$ cat src/ppdb_pkg.sv
// Shared types and constants for the positional PID controller with dead band.
// Used by ppdb_regs and position_pid_dead_band_core.
package ppdb_pkg;

  localparam int ADDR_W = 6;
  localparam int DATA_W = 64;

  // Register index, taken from paddr[5:3]
  localparam logic [2:0] REG_SETPOINT       = 3'd0;
  localparam logic [2:0] REG_PROP_GAIN      = 3'd1;
  localparam logic [2:0] REG_INTEG_GAIN     = 3'd2;
  localparam logic [2:0] REG_DERIV_GAIN     = 3'd3;
  localparam logic [2:0] REG_DEAD_BAND      = 3'd4;
  localparam logic [2:0] REG_INTEGRAL_LIMIT = 3'd5;
  localparam logic [2:0] REG_OUTPUT_LIMIT   = 3'd6;

  localparam logic OP_SAMPLE = 1'b0;
  localparam logic OP_CLEAR  = 1'b1;

  // Gains are Q16.16; the fraction only rides through to the Q31.16 drive.
  typedef struct packed {
    logic [30:0] setpoint;
    logic [31:0] proportional_gain;
    logic [31:0] integral_gain;
    logic [31:0] derivative_gain;
    logic [29:0] dead_band;
    logic [30:0] integral_limit;
    logic [46:0] output_limit;
  } ppdb_cfg_t;

endpackage

$ cat src/ppdb_regs.sv
// APB-style configuration register file for the PID controller.
// Depends on ppdb_pkg for the register map and the ppdb_cfg_t struct.
module ppdb_regs
  import ppdb_pkg::*;
(
  input  logic              clk,
  input  logic              rst,
  input  logic              psel,
  input  logic              penable,
  input  logic              pwrite,
  input  logic [ADDR_W-1:0] paddr,
  input  logic [DATA_W-1:0] pwdata,
  output logic [DATA_W-1:0] prdata,
  output logic              pready,
  output ppdb_cfg_t         cfg
);

  logic       wr_en;
  logic [2:0] idx;

  assign pready = 1'b1;
  assign idx    = paddr[5:3];
  assign wr_en  = psel && penable && pwrite;

  always_ff @(posedge clk) begin
    if (rst) begin
      cfg <= '0;
    end else if (wr_en) begin
      case (idx)
        REG_SETPOINT:       cfg.setpoint          <= pwdata[30:0];
        REG_PROP_GAIN:      cfg.proportional_gain <= pwdata[31:0];
        REG_INTEG_GAIN:     cfg.integral_gain     <= pwdata[31:0];
        REG_DERIV_GAIN:     cfg.derivative_gain   <= pwdata[31:0];
        REG_DEAD_BAND:      cfg.dead_band         <= pwdata[29:0];
        REG_INTEGRAL_LIMIT: cfg.integral_limit    <= pwdata[30:0];
        REG_OUTPUT_LIMIT:   cfg.output_limit      <= pwdata[46:0];
        default: ;
      endcase
    end
  end

  always_comb begin
    case (idx)
      REG_SETPOINT:       prdata = {33'd0, cfg.setpoint};
      REG_PROP_GAIN:      prdata = {32'd0, cfg.proportional_gain};
      REG_INTEG_GAIN:     prdata = {32'd0, cfg.integral_gain};
      REG_DERIV_GAIN:     prdata = {32'd0, cfg.derivative_gain};
      REG_DEAD_BAND:      prdata = {34'd0, cfg.dead_band};
      REG_INTEGRAL_LIMIT: prdata = {33'd0, cfg.integral_limit};
      REG_OUTPUT_LIMIT:   prdata = {17'd0, cfg.output_limit};
      default:            prdata = '0;
    endcase
  end

endmodule

$ cat config.mk
export PLATFORM = sky130hd
export DESIGN_NAME = ppdb_regs
export DESIGN_NICKNAME = d
export VERILOG_FILES = /design/src/ppdb_pkg.sv /design/src/ppdb_regs.sv
export SDC_FILE = /design/constraint.sdc
export NUM_CORES = 1
export LEC_CHECK = 0
export ABC_AREA = 1
export BUFFER_PORTS_ARGS = -buffer_cell sky130_fd_sc_hd__buf_2
export CAP_MARGIN = 20
export CORE_AREA = 4 4 166 168
export CTS_BUF_LIST = sky130_fd_sc_hd__clkbuf_16
export DETAILED_ROUTE_END_ITERATION = 10
export DIE_AREA = 0 0 170 172
export PLACE_DENSITY = 0.82
export SLEW_MARGIN = 5
export SYNTH_ARGS = -nofsm -noshare
export SYNTH_HDL_FRONTEND = slang
export SYNTH_SLANG_ARGS = --single-unit
$ cat constraint.sdc
create_clock -name clk -period 2.95 [get_ports clk]
set_input_delay 0.59 -clock clk [delete_from_list [all_inputs] [get_ports clk]]
set_output_delay 0.59 -clock clk [all_outputs]
set_load 0.05 [all_outputs]
Yosys cells after proc, flatten, opt, wreduce, memory -nomap -nowiden
Index checks and enable logic that the tools add are counted.

Input bits: 75. Register bits: 235. Output and inout port bits: 300.

Reduce and logical (&&, ||, !) cells: 10. Multiplexer cells: 1. Eq/ne operators: 6.

Operator list (count): 47-bit one-hot mux with 7 select lines (1); 2-bit AND reduction (7); 3-bit == test (second input constant) (3); 3-bit by 2-bit == test with 1-bit output (second input constant) (2); 3-bit by 1-bit == test with 1-bit output (second input constant) (1); 3-bit zero test (1); 1-bit logical AND (2).

Logic depth before layout (Yosys ltp)
Gate-level depths: netlist of run 1.

Depth after elaboration: 3. Gate-level depth with buffers: 8.

Worst setup path before layout of run 1
Ideal clock, no wire load.

Path kind: input port to output port. Start: input port paddr[4]. End: output port prdata[31]. Arrival: 1.799 ns. Slack: 0.561 ns. Required time: 2.360 ns. Stages on the path: 7. Cell sequence: buf_4 > buf_2 > nand2_1 > nor2_4 > buf_2 > nand2_1 > nand4_1.

Word-level cells in the longest chain between the ends: 2.

RTL lines: start: declaration (line ppdb_regs.sv:11) `input logic [ADDR_W-1:0] paddr,`; 3-bit == test, or another cell as far along (line ppdb_regs.sv:43) `case (idx)`; 47-bit one-hot mux with 7 select lines (*) (line ppdb_regs.sv:43); end: declaration (line ppdb_regs.sv:13) `output logic [DATA_W-1:0] prdata,`.

Mark *: on every way between the ends. The rest lies on a longest branch, timed or not.

Worst setup path in the final report of run 1
Start: input port paddr[3]. End: output port prdata[35].

Same word-level chain as after synthesis.

==> results of run 1 <==
## Yosys cell counts
| library cell | count |
|---|---|
| nor2_2 | 5 |
| buf_1 | 19 |
| nand3_4 | 1 |
| inv_2 | 5 |
| nand3_2 | 1 |
| buf_4 | 33 |
| conb_1 | 2 |
| inv_1 | 93 |
| nand3_1 | 190 |
| dfxtp_1 | 235 |
| nor2_1 | 581 |
| nor2_4 | 3 |
| nand4_1 | 94 |
| buf_2 | 60 |
| clkbuf_1 | 43 |
| nand2_1 | 511 |
## critical path: stages
cell	delay, ns
buf_2	0.19
inv_2	0.27
buf_12	0.27
nand3_2	0.34
nor2_1	0.21
buf_2	0.29
## power by group through the flow
stage / sequential, mW / combinational [mW] / clock, mW
after CTS: 3.25 / 0.842 / 3.57
after detailed placement: 3.32 / 0.839 / 0
after floorplan: 3.45 / 0.463 / 0
after global placement: 3.32 / 0.831 / 0
final: 3.25 / 0.852 / 3.52
after global routing: 3.25 / 0.909 / 3.71
## layout make-up
class	instances	area, sq um	area share [%]
Timing Repair Buffer	375	2195	15.20
Clock buffer	27	675.6	4.678
Antenna cell	1	2.502	0.01733
Multi-Input combinational cell	1404	5826	40.34
Clock inverter	20	245.2	1.698
Inverter	98	375.4	2.599
Sequential cell	235	4705	32.57
Tap cell	335	419.2	2.902
## worst paths after layout
| kind | startpoint | endpoint | slack [ns] |
|---|---|---|---|
| worst max-delay path | paddr[3] | prdata[35] | 0.18 |
| worst min-delay path | pwdata[32] | cfg[32] | 0.35 |
| worst max register to register | cfg[173] | cfg[173] | 2.25 |
| worst min register to register | cfg[127] | cfg[127] | 0.50 |
## per-stage QoR
step	total power, mW	util [%]	cells
after floorplan	3.917	-	1892
after global placement	4.147	52.18	2447
after detailed placement	4.157	52.18	2447
after CTS	7.661	55.73	2494
after global routing	7.868	55.73	2494
final	7.625	55.74	2495
## cell families after synthesis
logic type    count (synthesis)
other cells                   2
flops                       235
buf+inv                     253
simple gates               1386
## metal layers
layer	track usage [%]	vias up	part of all wire [%]
met5	0	-	0
met4	16.32	0	6.9
met2	48.23	745	48
met3	5.647	152	9.2
li1	-	6332	-
met1	33.39	5939	36
==> impl_metrics.toml, run 1 <==
[sta]
setup_tns_ns = 0
hold_viol_final = 0
fin_skew_ns = 0
whs_ns = 0.3471
rsz0062_at_grt = "no"
min_period_ns = 2.771
setup_ws_ns = 0.1793
setup_viol = 0
maxSlewViolCount = 0
max_clock_freq_mhz = 360.9
fin_crit_sh_pct = 93.92

[global_routing]
grt_usage_pct = 28.33
grt_max_degree = 110
antenna_found_initial = 0
grt_pass1_wl_um = 66360
grt_overflow = 0
grt_pass1_vias = 11840

[clock_tree]
clk_pin_slew_ns = 0.06
insertion_delay_ns = 0.54
cts_sinks = 235
ctsResizeCount = 0
cts_setup_buffers = 0
hold_buffers = 0
root_buffer = "clkbuf_16"
clockBufferDepth = 3
cts_htree_levels = 1
cts_buffers = 27
cts_tree = "done"

[power]
clkPwrFrac_pct = 46.2
combPwrFrac_pct = 11.2
switchingPower_mw = 2.044
seqPwrFrac_pct = 42.6
power.internal_mw = 5.581
leakage_nw = 7.358
ir_drop_mv = 0.3592
switching_share_pct = 26.81
power_density_mw_per_mm2 = 528.0

[yosys]
ys_ff_latch = 235
synthTopCellsByArea = "dfxtp_1 41%, nor2_1 19%, nand2_1 17%"
seq_area_frac_synth_pct = 40.59
synth_cells = 1876
synth_area_leader_cell = "dfxtp_1"
yosys_warnings = 0
yosys.area_share.simple_pct = 49.44
netlist_area_sq_mm = 0.01159
synth_top_family_by_area = "simple AND/OR/NAND/NOR gates"
synthXorXnorAreaFrac_pct = 0
synth_compound_gate_area_share_pct = 0
synth_fa_ha_area_share_pct = 0
synth_area_per_cell_sq_um = 6.179
netlist-cell-type-count = 16
synthMuxAreaShare_pct = 0
synth_top_area_share_pct = 40.59

[drt]
routed_wl_um = 43820
vias = 13170
post-route-drc-count = 0
ant_nets = 0
drt-pass1-iter-count = 6
wl_per_cell_um = 17.56
drt_iter0_markers = 1369
viasPerCell = 5.278

[layout]
largest_reg_flops = 235
reg_top3 = "cfg: 235 flops"
final_cell_area_sq_mm = 0.01444
nFillCells = 2491
drive_above_1_share_pct = 20.06
area_delta_synth_final_pct = 24.60
final_nets = 2216
mostFrequentLayoutCell = "nor2_1"
final_cell_mix = "576 x nor2_1, 511 x nand2_1, 333 x buf_2"
top_register = "cfg"

[floorplan]
start_util_pct = 44.73
design.core.area_sq_mm = 0.02591
io_pins = 375
die_w_um = 170
std_cell_rows = 59
die_area_sq_mm = 0.02924
die_h_um = 172

[critical_path]
crit_arrival_ns = 2.18
cp-end-kind = "primary output"
critPathKind = "input pin to primary output"
critPathLaunchType = "input pin"
worst-path-max-fanout = 39
crit_required_ns = 2.36
ff2ff_path_depth = 2

[place]
dp_slack_ns = 0.2026
gp_congestion = 0.8684
post_dp_cell_area_sq_mm = 0.01352
hpwl_um = 30520
portBuffers = 336

[hold_path]
hp-class = "input pin to flip-flop"
holdPathStages = 5

[run_status]
status = "complete, no violations"

[run]
drv_cap = 0
(Power assumes the default switching activity.)
==> run 2, diff against run 1 <==
- CORE_AREA: 4 4 166 168 -> 4 4 193 195
- DIE_AREA: 0 0 170 172 -> 0 0 197 199
- PLACE_DENSITY: 0.82 -> 0.66
==> run 2 against run 1 <==
  * Worst hold slack improved by 0.0062 ns
  * Utilization fell by 15 points
  * Clock-buffer cell count rose by 2
  * Global-route usage fell by 6.2 points
  * Largest cell class unchanged
==> impl_metrics.toml, run 2 (synthesized netlist as in run 1, its figures left out) <==
[run_status]
status = "complete, no violations"

[power]
power_density_mw_per_mm2 = 497.8
ir_drop_mv = 0.4279
leakage_nw = 7.311

[critical_path]
r2r-start = "cfg[127]"
critPathKind = "input pin to primary output"
worst-path-max-fanout = 38
crit_path_max_incr_delay_ns = 0.33
crit_chain = "buf_2 -> inv_2 -> buf_12 -> nand4_1 -> nand2_1 -> nor2_1 -> nand2_1 -> buf_2"
critPathLaunchType = "input pin"
cp-end-kind = "primary output"
reg2reg_to = "cfg[127]"
crit_arrival_ns = 2.22
rrSetupSlack_ns = 2.33
crit_slowest_cell = "nor2_1"
crit_required_ns = 2.36
ff2ff_path_depth = 2

[hold_path]
min_to = "cfg[33]"
hp-class = "input pin to flip-flop"
min_from = "pwdata[33]"
holdPathStages = 5

[floorplan]
io_pins = 375
die_area_sq_mm = 0.03920
start_util_pct = 32.75
die_h_um = 199
design.core.area_sq_mm = 0.03540
die_w_um = 197
std_cell_rows = 69

[place]
placedCellCount = 2573
portBuffers = 336
gp_congestion = 0.9560
hpwl_um = 32550
dp_slack_ns = 0.2046

[global_routing]
grt_usage_pct = 22.10
grt_max_degree = 88
antenna_found_initial = 0
grt_overflow = 0
grt_pass1_vias = 11140
grt_pass1_wl_um = 68740

[layout]
mostFrequentLayoutCell = "nor2_1"
diodes = 0
final_nets = 2217
top_register = "cfg"
area_delta_synth_final_pct = 24.72
reg_top3 = "cfg: 235 flops"
final_cells = 2621
fin_util_pct = 40.84
drive_above_1_share_pct = 19.91
final_cell_mix = "576 x nor2_1, 511 x nand2_1, 333 x buf_2"
largest_reg_flops = 235

[clock_tree]
cts_htree_levels = 1
cts_buffers = 28
clk_pin_slew_ns = 0.05
root_buffer = "clkbuf_16"
insertion_delay_ns = 0.53
cts_setup_buffers = 0
hold_buffers = 0
clockBufferDepth = 3
cts_sinks = 235
cts_tree = "done"
ctsResizeCount = 0

[drt]
drt_iter0_markers = 1212
routed_wl_um = 46050
drt-pass1-iter-count = 5
viasPerCell = 4.855
vias = 12720
ant_nets = 0
wl_per_cell_um = 17.57
post-route-drc-count = 0

[sta]
fin_crit_sh_pct = 95.42
relSlewSlack_pct = 62.86
worst_slew_pin_slew_ns = 0.5571
max_clock_freq_mhz = 355.2
maxSlewViolCount = 0
setup_tns_ns = 0
fin_skew_ns = 0
min_period_ns = 2.815
rsz0062_at_grt = "no"
setup_viol = 0
setup_ws_ns = 0.1350
hold_viol_final = 0
whs_ns = 0.3533

[run]
drv_cap = 0
-- run 2: metrics by stage --
step                total power [mW]  cell area [sq um]
finish                         7.197              14460
global route                   7.477              14460
CTS                            7.290              14460
detailed placement             4.170              13650
global placement               4.163              13650
floorplan                      3.917              11650
-- run 2: cell type report --
class / count / area, sq um
fill: 3803 / 20940
multi-input combinational: 1404 / 5826
timing repair buffer: 375 / 2170
clock buffer: 29 / 725.7
sequential: 235 / 4705
tap: 461 / 576.8
clock inverter: 19 / 78.83
inverter: 98 / 375.4
-- run 2: worst max-delay path by stage --
stage                      end  startpoint  cells after the start
floorplan           prdata[31]    paddr[4]                      7
global placement    prdata[20]    paddr[3]                      8
detailed placement  prdata[20]    paddr[3]                      8
CTS                 prdata[20]    paddr[3]                      8
global route        prdata[14]    paddr[3]                      8
finish              prdata[19]    paddr[3]                      8
-- run 2: routing by layer --
layer	part of all wire (%)	global-route usage (%)	wire length, um	vias up
li1	-	-	-	6318
met1	47	33.85	21760	5794
met2	42	31.53	19150	553
met3	8.9	4.624	4100	59
met4	2.2	5.367	1033	0
met5	0	0	0	-
-- run 2: where the power goes --
part / leakage, nW / switching [mW] / internal [mW]
logic: 4.99 / 0.666 / 0.191
registers: 1.90 / 0.0332 / 3.22
clock network: 0.420 / 1.34 / 1.75
total: 7.31 / 2.04 / 5.16
-- run 2: worst max-delay path: cells and delay by family --
family | cells | cell delay, ns
buffers and inverters | 4 | 0.97
and+or+nand+nor | 4 | 0.63
